==> src/hdl/psg_pkg.sv <==
// shared types, constants and the attenuation table of the tone and noise generator
package psg_pkg;

	// amplitude word width, Q1.(AMP_BITS-1)
	localparam int AMP_BITS = 16;

	// mix accumulator width: four signed amplitudes, never below the sample width
	localparam int SAMPLE_W = 18;
	localparam int SUM_W    = (AMP_BITS + 2 > SAMPLE_W) ? AMP_BITS + 2 : SAMPLE_W;

	// scaling of the Q1.15 table to AMP_BITS
	localparam int SH_UP = (AMP_BITS > 16) ? AMP_BITS - 16 : 0;
	localparam int SH_DN = (AMP_BITS < 16) ? 16 - AMP_BITS : 1;

	// request codes
	localparam logic [1:0] FUNC_WRITE  = 2'd0;
	localparam logic [1:0] FUNC_TICK   = 2'd1;
	localparam logic [1:0] FUNC_SAMPLE = 2'd2;

	// channel numbering, noise is the last one
	localparam int         TONE_CHANNELS = 3;
	localparam logic [1:0] NOISE_CH      = 2'd3;

	// noise shift register reload and fixed noise rates
	localparam logic [15:0] NOISE_SEED   = 16'h8000;
	localparam logic [10:0] NOISE_RATE_0 = 11'h010;
	localparam logic [10:0] NOISE_RATE_1 = 11'h020;
	localparam logic [10:0] NOISE_RATE_2 = 11'h040;

	// saturation bounds of the mixed sample
	localparam logic signed [SUM_W-1:0] SUM_MAX = SUM_W'(131071);
	localparam logic signed [SUM_W-1:0] SUM_MIN = -SUM_W'(131072);

	// 2 dB steps, Q1.15
	localparam logic [15:0] AMP_Q15 [16] = '{
		16'd32767, 16'd26029, 16'd20675, 16'd16423,
		16'd13045, 16'd10362, 16'd8231,  16'd6538,
		16'd5193,  16'd4125,  16'd3277,  16'd2603,
		16'd2068,  16'd1642,  16'd1305,  16'd0
	};

	typedef logic [AMP_BITS-1:0] amp_t;

	// input word
	typedef struct packed {
		logic [1:0] func;
		logic [7:0] data_byte;
	} req_t;

	// attenuation code to amplitude at AMP_BITS, round half up when narrowing
	function automatic amp_t amp_of(input logic [3:0] att);
		logic [31:0] a;
		a = {16'd0, AMP_Q15[att]};
		if (AMP_BITS >= 16) begin
			a = a << SH_UP;
		end else begin
			a = (a + (32'd1 << (SH_DN - 1))) >> SH_DN;
		end
		return a[AMP_BITS-1:0];
	endfunction

endpackage

==> src/hdl/psg_if.sv <==
// request and sample stream interfaces of the tone and noise generator
interface psg_req_if;
	logic       valid;
	logic       ready;
	logic [1:0] func;
	logic [7:0] data_byte;

	modport source (output valid, output func, output data_byte, input ready);
	modport sink (input valid, input func, input data_byte, output ready);
endinterface

interface psg_rsp_if;
	logic                      valid;
	logic                      ready;
	logic signed [17:0]        sample;

	modport source (output valid, output sample, input ready);
	modport sink (input valid, input sample, output ready);
endinterface

==> src/hdl/psg_tone_noise_generator.sv <==
// three-tone, one-noise sound generator: register writes, ticks and mixed samples
//
// One request word is taken every clock cycle while req.ready is high. A word is
// first held in an input register; when it leaves it, a register write updates
// one channel, a tick updates all four channels in parallel logic and a sample
// request registers the saturated mix in the result register that drives rsp. req.ready only
// drops while a sample request sits in the input register behind a sample word
// that rsp has not yet taken; writes and ticks never wait on rsp.
module psg_tone_noise_generator (
	input logic       clk,
	input logic       arst_n,
	psg_req_if.sink   req,
	psg_rsp_if.source rsp
);

	// input register
	logic           valid_s1;
	psg_pkg::req_t  word_s1;
	logic           go_s1;

	// channel state
	logic [1:0]         latched_channel_q, latched_channel_d;
	logic               latched_is_volume_q, latched_is_volume_d;
	logic [9:0]         tone_period_q [psg_pkg::TONE_CHANNELS];
	logic [9:0]         tone_period_d [psg_pkg::TONE_CHANNELS];
	logic signed [10:0] tone_count_q [psg_pkg::TONE_CHANNELS];
	logic signed [10:0] tone_count_d [psg_pkg::TONE_CHANNELS];
	logic               tone_positive_q [psg_pkg::TONE_CHANNELS];
	logic               tone_positive_d [psg_pkg::TONE_CHANNELS];
	logic [3:0]         attenuation_q [4];
	logic [3:0]         attenuation_d [4];
	logic [2:0]         noise_control_q, noise_control_d;
	logic signed [10:0] noise_count_q, noise_count_d;
	logic [15:0]        noise_shift_q, noise_shift_d;
	logic               noise_positive_q, noise_positive_d;

	// result register
	logic                             rsp_valid_q;
	logic signed [psg_pkg::SAMPLE_W-1:0] sample_q;

	logic signed [10:0]             cnt_dec;
	logic signed [10:0]             noise_dec;
	logic                           fb;
	logic [10:0]                    noise_reload;
	logic signed [psg_pkg::SUM_W-1:0] sum;
	logic signed [psg_pkg::SUM_W-1:0] term;
	psg_pkg::amp_t                  amp;
	logic signed [psg_pkg::SUM_W-1:0] mix;

	// a sample request waits only for a free result register
	assign go_s1 = valid_s1 && !(word_s1.func == psg_pkg::FUNC_SAMPLE
		&& rsp_valid_q && !rsp.ready);
	assign req.ready = !valid_s1 || go_s1;

	always_ff @(posedge clk or negedge arst_n) begin
		if (!arst_n) begin
			valid_s1 <= 1'b0;
		end else if (req.ready) begin
			valid_s1 <= req.valid;
		end
	end

	always_ff @(posedge clk) begin
		if (req.ready && req.valid) begin
			word_s1.func      <= req.func;
			word_s1.data_byte <= req.data_byte;
		end
	end

	// next channel state from a write or a tick
	always_comb begin
		latched_channel_d   = latched_channel_q;
		latched_is_volume_d = latched_is_volume_q;
		tone_period_d       = tone_period_q;
		tone_count_d        = tone_count_q;
		tone_positive_d     = tone_positive_q;
		attenuation_d       = attenuation_q;
		noise_control_d     = noise_control_q;
		noise_count_d       = noise_count_q;
		noise_shift_d       = noise_shift_q;
		noise_positive_d    = noise_positive_q;
		cnt_dec             = '0;
		noise_dec           = noise_count_q - 11'sd1;
		fb                  = 1'b0;
		noise_reload        = psg_pkg::NOISE_RATE_0;

		if (go_s1 && word_s1.func == psg_pkg::FUNC_WRITE) begin
			if (word_s1.data_byte[7]) begin
				// latch byte
				latched_channel_d   = word_s1.data_byte[6:5];
				latched_is_volume_d = word_s1.data_byte[4];
				if (word_s1.data_byte[4]) begin
					attenuation_d[word_s1.data_byte[6:5]] = word_s1.data_byte[3:0];
				end else if (word_s1.data_byte[6:5] != psg_pkg::NOISE_CH) begin
					tone_period_d[word_s1.data_byte[6:5]][3:0] = word_s1.data_byte[3:0];
				end else begin
					noise_control_d = word_s1.data_byte[2:0];
					noise_shift_d   = psg_pkg::NOISE_SEED;
				end
			end else begin
				// data byte to the latched register
				if (latched_is_volume_q) begin
					attenuation_d[latched_channel_q] = word_s1.data_byte[3:0];
				end else if (latched_channel_q != psg_pkg::NOISE_CH) begin
					tone_period_d[latched_channel_q][9:4] = word_s1.data_byte[5:0];
				end else begin
					noise_control_d = word_s1.data_byte[2:0];
					noise_shift_d   = psg_pkg::NOISE_SEED;
				end
			end
		end

		if (go_s1 && word_s1.func == psg_pkg::FUNC_TICK) begin
			// tone counters, a zero period reloads with one
			for (int ch = 0; ch < psg_pkg::TONE_CHANNELS; ch++) begin
				cnt_dec = tone_count_q[ch] - 11'sd1;
				tone_count_d[ch] = cnt_dec;
				if (cnt_dec <= 11'sd0) begin
					tone_positive_d[ch] = !tone_positive_q[ch];
					tone_count_d[ch] = (tone_period_q[ch] == 10'd0) ? 11'sd1
						: signed'({1'b0, tone_period_q[ch]});
				end
			end
			// noise counter and shift register
			noise_count_d = noise_dec;
			if (noise_dec <= 11'sd0) begin
				fb = noise_control_q[2] ? (noise_shift_q[0] ^ noise_shift_q[3])
					: noise_shift_q[0];
				noise_shift_d    = {fb, noise_shift_q[15:1]};
				noise_positive_d = noise_shift_q[1];
				case (noise_control_q[1:0])
					2'd0: noise_reload = psg_pkg::NOISE_RATE_0;
					2'd1: noise_reload = psg_pkg::NOISE_RATE_1;
					2'd2: noise_reload = psg_pkg::NOISE_RATE_2;
					default: begin
						noise_reload = (tone_period_q[2] == 10'd0) ? 11'd1
							: {1'b0, tone_period_q[2]};
					end
				endcase
				noise_count_d = signed'(noise_reload);
			end
		end
	end

	always_ff @(posedge clk or negedge arst_n) begin
		if (!arst_n) begin
			latched_channel_q   <= '0;
			latched_is_volume_q <= 1'b0;
			for (int ch = 0; ch < psg_pkg::TONE_CHANNELS; ch++) begin
				tone_period_q[ch]   <= '0;
				tone_count_q[ch]    <= '0;
				tone_positive_q[ch] <= 1'b1;
			end
			for (int ch = 0; ch < 4; ch++) begin
				attenuation_q[ch] <= 4'hF;
			end
			noise_control_q  <= '0;
			noise_count_q    <= '0;
			noise_shift_q    <= psg_pkg::NOISE_SEED;
			noise_positive_q <= 1'b1;
		end else begin
			latched_channel_q   <= latched_channel_d;
			latched_is_volume_q <= latched_is_volume_d;
			tone_period_q       <= tone_period_d;
			tone_count_q        <= tone_count_d;
			tone_positive_q     <= tone_positive_d;
			attenuation_q       <= attenuation_d;
			noise_control_q     <= noise_control_d;
			noise_count_q       <= noise_count_d;
			noise_shift_q       <= noise_shift_d;
			noise_positive_q    <= noise_positive_d;
		end
	end

	// mix of the four channels, silent tones with a zero period
	always_comb begin
		sum = '0;
		for (int ch = 0; ch < 4; ch++) begin
			amp  = psg_pkg::amp_of(attenuation_q[ch]);
			term = signed'({{(psg_pkg::SUM_W - psg_pkg::AMP_BITS){1'b0}}, amp});
			if (ch < psg_pkg::TONE_CHANNELS) begin
				if (tone_period_q[ch] == 10'd0) begin
					term = '0;
				end else if (!tone_positive_q[ch]) begin
					term = -term;
				end
			end else if (!noise_positive_q) begin
				term = -term;
			end
			sum = sum + term;
		end
		if (sum > psg_pkg::SUM_MAX) begin
			mix = psg_pkg::SUM_MAX;
		end else if (sum < psg_pkg::SUM_MIN) begin
			mix = psg_pkg::SUM_MIN;
		end else begin
			mix = sum;
		end
	end

	// result register
	always_ff @(posedge clk or negedge arst_n) begin
		if (!arst_n) begin
			rsp_valid_q <= 1'b0;
		end else if (go_s1 && word_s1.func == psg_pkg::FUNC_SAMPLE) begin
			rsp_valid_q <= 1'b1;
		end else if (rsp.ready) begin
			rsp_valid_q <= 1'b0;
		end
	end

	always_ff @(posedge clk) begin
		if (go_s1 && word_s1.func == psg_pkg::FUNC_SAMPLE) begin
			sample_q <= mix[psg_pkg::SAMPLE_W-1:0];
		end
	end

	assign rsp.valid  = rsp_valid_q;
	assign rsp.sample = sample_q;

	// a sample request that leaves the input register shows up as a word
	a_sample_out: assert property (@(posedge clk) disable iff (!arst_n)
		go_s1 && word_s1.func == psg_pkg::FUNC_SAMPLE |=> rsp_valid_q)
		else $error("sample request lost");

	// the input side stalls only behind a waiting sample word
	a_stall_cause: assert property (@(posedge clk) disable iff (!arst_n)
		!req.ready |-> valid_s1 && rsp_valid_q && !rsp.ready)
		else $error("input stalled without cause");

	// the noise shift register never locks up at zero
	a_noise_live: assert property (@(posedge clk) disable iff (!arst_n)
		noise_shift_q != 16'd0)
		else $error("noise shift register is zero");

	// tone counters stay within the reload range
	a_tone_range: assert property (@(posedge clk) disable iff (!arst_n)
		$past(go_s1 && word_s1.func == psg_pkg::FUNC_TICK)
		|-> tone_count_q[0] > 11'sd0 && tone_count_q[1] > 11'sd0
		&& tone_count_q[2] > 11'sd0)
		else $error("tone counter out of range after tick");

endmodule
==> src/flat_wrapper.sv <==
// flat-port wrapper written by rule: the top's interface ports become plain ports
module psg_tone_noise_generator_flat 
  (clk, arst_n, req_valid, req_func, req_data_byte, req_ready, rsp_valid, rsp_sample, rsp_ready);
  psg_req_if req_i ();
  psg_rsp_if rsp_i ();
  input logic clk;
  input logic arst_n;
  input wire logic [$bits(req_i.valid)-1:0] req_valid;
  input wire logic [$bits(req_i.func)-1:0] req_func;
  input wire logic [$bits(req_i.data_byte)-1:0] req_data_byte;
  output wire logic [$bits(req_i.ready)-1:0] req_ready;
  output wire logic [$bits(rsp_i.valid)-1:0] rsp_valid;
  output wire logic [$bits(rsp_i.sample)-1:0] rsp_sample;
  input wire logic [$bits(rsp_i.ready)-1:0] rsp_ready;
  assign req_i.valid = req_valid;
  assign req_i.func = req_func;
  assign req_i.data_byte = req_data_byte;
  assign req_ready = req_i.ready;
  assign rsp_valid = rsp_i.valid;
  assign rsp_sample = rsp_i.sample;
  assign rsp_i.ready = rsp_ready;
  psg_tone_noise_generator u_core (.clk(clk), .arst_n(arst_n), .req(req_i), .rsp(rsp_i));
endmodule
==> config.mk <==
export PLATFORM = sky130hd
export DESIGN_NAME = psg_tone_noise_generator_flat
export DESIGN_NICKNAME = d
export VERILOG_FILES = /design/src/hdl/psg_pkg.sv /design/src/hdl/psg_if.sv /design/src/hdl/psg_tone_noise_generator.sv /design/src/flat_wrapper.sv
export SDC_FILE = /design/constraint.sdc
export NUM_CORES = 1
export LEC_CHECK = 0
export BUFFER_PORTS_ARGS = -buffer_cell sky130_fd_sc_hd__buf_2
export CAP_MARGIN = 20
export CORE_MARGIN = 1
export CORE_UTILIZATION = 50
export CTS_CLUSTER_DIAMETER = 80
export DETAILED_ROUTE_END_ITERATION = 8
export PLACE_DENSITY_LB_ADDON = 0.12
export REMOVE_ABC_BUFFERS = 1
export SLEW_MARGIN = 40
export SYNTH_ARGS = -nofsm -noshare
export SYNTH_HDL_FRONTEND = slang
export SYNTH_SLANG_ARGS = --single-unit
export TNS_END_PERCENT = 30
==> constraint.sdc <==
create_clock -name clk -period 5 [get_ports clk]
set_input_delay 0.75 -clock clk [delete_from_list [all_inputs] [get_ports clk]]
set_output_delay 0.75 -clock clk [all_outputs]
set_load 0.02 [all_outputs]
==> Word-level counts from Yosys, hierarchy flattened <==
Memory sizes are Yosys's and may differ from the RTL's.
Index checks and enable logic that the tools add are counted.
{ "totals": {"mem_count": 4, "word_cells": 164, "romBits": 1024, "register_bits": 146, "latch_bits": 0, "ramBits": 0, "output_inout_bits": 20} }
{ "op_classes": {"n_addsub": 11, "order_cmp": 14, "shifts": 0, "eq_ne": 12, "n_mux": 60, "n_mul": 0, "bitwise_logic": 7, "n_reduce_logical": 32, "div": 0} }
{ "memory_table": {"columns": ["memory", "words", "width", "read_ports", "rd_clocked_by_memory_dff", "write_ports", "line_no", "rtl"], "rows": [
  ["(name not given)", 16, 16, 1, 0, 0, "psg_pkg.sv:53", "a = {16'd0, AMP_Q15[att]};"],
  ["(name not given)", 16, 16, 1, 0, 0, "psg_pkg.sv:53", null],
  ["(name not given)", 16, 16, 1, 0, 0, "psg_pkg.sv:53", null],
  ["(name not given)", 16, 16, 1, 0, 0, "psg_pkg.sv:53", null]
]} }
{ "ops": {"columns": ["op", "n"], "rows": [
  ["two-way mux 16 bit", 19],
  ["two-way mux 30 bit", 5],
  ["two-way mux 18 bit", 8],
  ["negator 16 -> 18 bit", 4],
  ["bitwise mux 30 bit", 2],
  ["adder 18 bit", 3],
  ["less-or-equal comparator 11 x 1 -> 1 bit, second input constant", 4],
  ["two-way mux 11 bit", 4],
  ["subtractor 11 x 2 -> 11 bit, second input constant", 4],
  ["demux 10 bit (select 2 bit)", 2],
  ["two-way mux 10 bit", 4],
  ["case mux 11 bit (3 select lines)", 1],
  ["bitwise mux 16 bit", 2],
  ["logical NOT 10 bit", 3],
  [">= comparator 5 bit, second input constant", 4],
  ["NOT 4 -> 5 bit", 4],
  ["> comparator 18 bit, second input constant", 1],
  ["< comparator 18 bit, second input constant", 1],
  ["demux 4 bit (select 2 bit)", 2],
  ["two-way mux 3 bit", 5],
  ["two-way mux 4 bit", 3],
  ["inequality test 2 bit, second input constant", 6],
  ["AND reduction 2 bit", 5],
  ["AND reduction 5 bit", 2],
  ["other kinds (14)", 38]
]} }

==> Longest topological paths before layout <==
{ "depth": {"ltp_word": 12, "ltp_mapped": 24, "depth_no_buf": 24} }

==> Least setup slack after synthesis <==
OpenSTA, ideal clock, no wires.
{ "synth_timing": {"path_kind": "register -> register", "start": "reg u_core.attenuation_q[12] (netlist name)", "end": "reg u_core.sample_q, in the netlist u_core.rsp.sample[17] (data pin)", "period_less_slack_ps": 5459, "arrival_time_ps": 5199, "n_path_buf": 1, "stages_incl_launch_ff": 24, "setup_time_ps": 260, "required_time_ps": 4740, "path_slack_ps": -459, "path_cell_list": "dfstp_2 clkbuf_1 inv_1 ha_1 inv_1 mux4_2 o21a_1 nand4_1 inv_1 a31oi_1 xnor2_1 nor2_1 fa_1 inv_1 fa_1 inv_1 ha_1 a211o_1 or3_1 o211ai_1 a21boi_0 o2111ai_1 nand2_1 xnor2_1"} }
{ "synth_between": {"elab_chain_len": 12} }
{ "synth_rtl": {"columns": ["item", "line_no", "rtl"], "rows": [
  ["start: declaration", "psg_tone_noise_generator.sv:30", "logic [3:0] attenuation_q [4];"],
  ["start signal: assignment", "psg_tone_noise_generator.sv:167", "attenuation_q <= attenuation_d;"],
  ["NOT 4 -> 5 bit (implied by the code) *", "psg_pkg.sv:53", null],
  ["memory (16 x 16 bit) *", null, null],
  ["two-way mux 16 bit (implied by the code) * (2 in a row)", "psg_pkg.sv:53", null],
  ["negator 16 -> 18 bit", "psg_tone_noise_generator.sv:185", "term = -term;"],
  ["two-way mux 18 bit *", "psg_tone_noise_generator.sv:184", "end else if (!tone_positive_q[ch]) begin"],
  ["two-way mux 18 bit *", "psg_tone_noise_generator.sv:182", "if (tone_period_q[ch] == 10'd0) begin"],
  ["adder 18 bit * (3 in a row)", "psg_tone_noise_generator.sv:190", "sum = sum + term;"],
  ["< comparator 18 bit", "psg_tone_noise_generator.sv:194", "end else if (sum < psg_pkg::SUM_MIN) begin"],
  ["two-way mux 18 bit", "psg_tone_noise_generator.sv:194", null],
  ["end signal: assignment", "psg_tone_noise_generator.sv:214", "sample_q <= mix[psg_pkg::SAMPLE_W-1:0];"],
  ["end: declaration", "psg_tone_noise_generator.sv:39", "logic signed [psg_pkg::SAMPLE_W-1:0] sample_q;"]
]} }
Mark *: on every way between the ends. The rest lies on a longest branch, timed or not. The select of a mux whose other input is x is not followed.
A chain may end at the register's enable or synchronous reset.

==> Worst setup path in the final report <==
{ "layout_timing": {"start": "reg u_core.attenuation_q[13] (netlist name)", "end": "reg u_core.sample_q, in the netlist u_core.rsp.sample[17] (data pin)"} }
Same word-level chain as after synthesis.

==> impl_metrics.toml <==
[routing]
remaining_drc_errors = 0
vias_per_cell = 5.504
first_pass_iters = 5
drt.antenna.violating_nets = 0
wl_per_cell_um = 16.13
vias = 9566
drtIter0Drc = 718
routed_wl_um = 28030

[clock_tree]
path_clk_slew_ns = 0.07
cts_buffers = 17
cts_tree = "done"
cts_max_level = 4
cts_buffer_depth = 2
cts_sinks = 146
clk_latency_ns = 0.43
root_buffer = "clkbuf_16"

[setup_path]
crit_path_start_kind = "flop"
setup.worst_path.end_class = "flop"
arrival_ns = 5.37
worstSetupPathType = "reg2reg"
critPathSlowestCell = "dfstp_2"
reg2reg_depth = 21
cpPeakStageDelay_ns = 0.54
path_max_fanout = 4
worstPathCellList = "inv_2 > buf_4 > ha_4 > or3b_1 > a21boi_2 > o2111ai_2 > nor2b_4 > xor2_2 > nor2_2 > fa_1 > inv_1 > fa_1 > inv_1 > ha_1 > a211o_1 > or3_4 > o211ai_1 > a21boi_2 > o2111ai_1 > nand2_1 > xnor2_1"
crit_required_ns = 5.18

[die]
die_w_um = 154.2
coreArea_sq_um = 22640
rows = 55
ios = 34
initial_utilization_pct = 51.14
dieHeight_um = 154.2
dieArea_sq_um = 23770

[layout]
postLayoutCoreUtil_pct = 61.32
design_area_sq_um = 13880
fill_cells = 1964
register_area_sq_um = 3820
fin_nets = 1548
multiInputGateArea_sq_um = 7401
drive_above_1_share_pct = 26.57
diodes = 0
area_growth_pct = 19.91

[sta]
max_freq_mhz = 192.5
finalMaxSlewViolations = 0
final_hold_viol_count = 0
setup_viol = 3
setup_slack_ns = -0.1957
rsz0062_at_grt = "yes"
tightestPinTransition_ns = 0.7431
finalCritPeriodShare_pct = 103.9
max_slew_margin_pct = 50.46
fin_crit_ns = 5.196
fin_skew_ns = 0.01268

[flow_run]
max_cap_violations = 0

[placement]
dp_hpwl_um = 20370
gp_congestion = 0.8673
portBuffers = 33
place_area_sq_um = 12860

[synthesis]
synthTopCellsByArea = "dfrtp_1 21%, edfxtp_1 7.3%, ha_1 6.5%"
synth_cell_type_count = 85
ys_warn_count = 0
synth_top_area_share_pct = 20.97
syn_inst = 1304
synth_ff_type = "dfrtp_1"
syn-mean-instance-area_sq_um = 8.878
synth_top_area_cell = "dfrtp_1"
synth-async-reset-ratio_pct = 80.82
synth-edff-count = 28
synth_area_sq_um = 11580
ys_seq_elements = 146
yosysSeqAreaShare_pct = 32.99

[global_route]
track_usage_pct = 24.56
grt_max_degree = 67
grt_overflow_total = 0
grt_pass1_vias = 9296
antenna_found_initial = 0
grt_pass1_wl_um = 46630

[worst_hold_path]
hold_path_class = "in2async"

[run_status]
violations = "negative setup slack"
outcome = "complete, but fails checks"
==> layer usage <==
layer | vias up | wire length (um) | global-route usage [%]
met3 | 32 | 798 | 2.903
met4 | 0 | 546 | 8.048
met5 | - | 0 | 0
met2 | 180 | 13430 | 40.76
li1 | 4776 | - | -
met1 | 4578 | 13250 | 33.39
==> layout by cell type (no fill, tap or decap), drive strengths merged, types with 13 or more instances in the layout <==
cell type | netlist | final
buf | 23 | 183
o21ai | 128 | 128
nor2 | 127 | 127
nand2 | 115 | 115
inv | 105 | 113
dfrtp | 97 | 97
a21oi | 72 | 72
ha | 60 | 60
mux2 | 45 | 45
xor2 | 42 | 42
xnor2 | 39 | 39
nor3 | 35 | 35
fa | 34 | 34
edfxtp | 28 | 28
mux2i | 24 | 24
nand2b | 23 | 23
nor2b | 22 | 22
dfstp | 21 | 21
clkbuf | 43 | 18
nor4 | 15 | 15
nand3 | 14 | 14
nor3b | 14 | 14
or2 | 13 | 13
==> through the flow <==
| step | hold WS, ns | worst slack (ns) | setup TNS [ns] | cells |
|---|---|---|---|---|
| after global placement | 0.4640 | -0.3098 | -1.008 | 1692 |
| after detailed placement | 0.4672 | -0.4052 | -1.417 | 1692 |
| after global routing | 0.1590 | -0.4287 | -2.028 | 1738 |
| after CTS | 0.1506 | -0.1928 | -0.4892 | 1733 |
| after floorplan | 0.4544 | -0.3009 | -0.6580 | 1238 |
| final | 0.1584 | -0.1957 | -0.4075 | 1738 |
==> critical path, delay by kind of cell, from the launching register on <==
family          cells  cell delay [ns]
buf+inv             4             0.29
flops               1             0.54
compound gates      6             1.30
xor+xnor            2             0.31
fa+ha+maj           4             1.42
simple gates        5             1.08
==> synth_stat cells, drive strengths merged, types with 34 or more instances <==
master,count
o21ai,128
clkbuf,43
nor3,35
fa,34
a21oi,72
inv,105
mux2,45
xor2,42
nor2,127
nand2,115
dfrtp,97
ha,60
xnor2,39
==> kinds of logic after synthesis <==
kind of cell / after synthesis / synth area share [%]
simple gates: 442 / 19.76
compound gates: 295 / 15.26
buf+inv: 172 / 6.073
flops: 146 / 32.99
fa+ha+maj: 94 / 12.36
xor+xnor: 81 / 6.128
mux: 74 / 7.425
==> flip-flops by register name, summed over array words and instances (netlist names) <==
| signal | cells |
|---|---|
| u_core.attenuation_q | 16 |
| u_core.latched_channel_q | 2 |
| u_core.latched_is_volume_q | 1 |
| u_core.noise_control_q | 3 |
| u_core.noise_count_q | 11 |
| u_core.noise_positive_q | 1 |
| u_core.noise_shift_q | 16 |
| u_core.rsp.sample | 18 |
| u_core.rsp.valid | 1 |
| u_core.tone_count_q | 33 |
| u_core.tone_period_q | 30 |
| u_core.tone_positive_q | 3 |
| u_core.valid_s1 | 1 |
| u_core.word_s1 | 10 |
==> final timing paths <==
| check | startpoint | end | slack (ns) |
|---|---|---|---|
| worst max-delay path | u_core.attenuation_q[13]$_DFFE_PN1P_ | u_core.rsp.sample[17]$_SDFFCE_PN0P_ | -0.20 |
| worst min-delay path | arst_n | u_core.tone_count_q[27]$_DFFE_PN0P_ | 0.16 |
| worst max register to register | u_core.attenuation_q[13]$_DFFE_PN1P_ | u_core.rsp.sample[17]$_SDFFCE_PN0P_ | -0.20 |
| worst min register to register | u_core.noise_shift_q[5]$_DFF_PN0_ | u_core.noise_shift_q[4]$_DFF_PN0_ | 0.48 |
| max in group asynchronous | arst_n | u_core.noise_count_q[8]$_DFFE_PN0P_ | 3.98 |
| min in group clk | u_core.noise_shift_q[5]$_DFF_PN0_ | u_core.noise_shift_q[4]$_DFF_PN0_ | 0.48 |
==> timing repair <==
| action | CTS | global route |
|---|---|---|
| pin swaps | 16 | 22 |
| buffers inserted | 9 | 5 |
| setup endpoints to repair | 9 | 11 |
| gates resized for setup | 43 | 43 |
| hold buffers | 0 | 0 |
==> cell type report <==
cell class,instances,share of cell area (%)
clock buffers,18,3.091
repair buffers,183,9.608
flip-flops and latches,146,27.52
multi-input cells,986,53.31
inverters,106,2.884
well taps,285,2.569
clock inverters,14,1.018
Power is not shown: default switching activity piles up to over one toggle a cycle in this logic, so the estimate is an artifact.
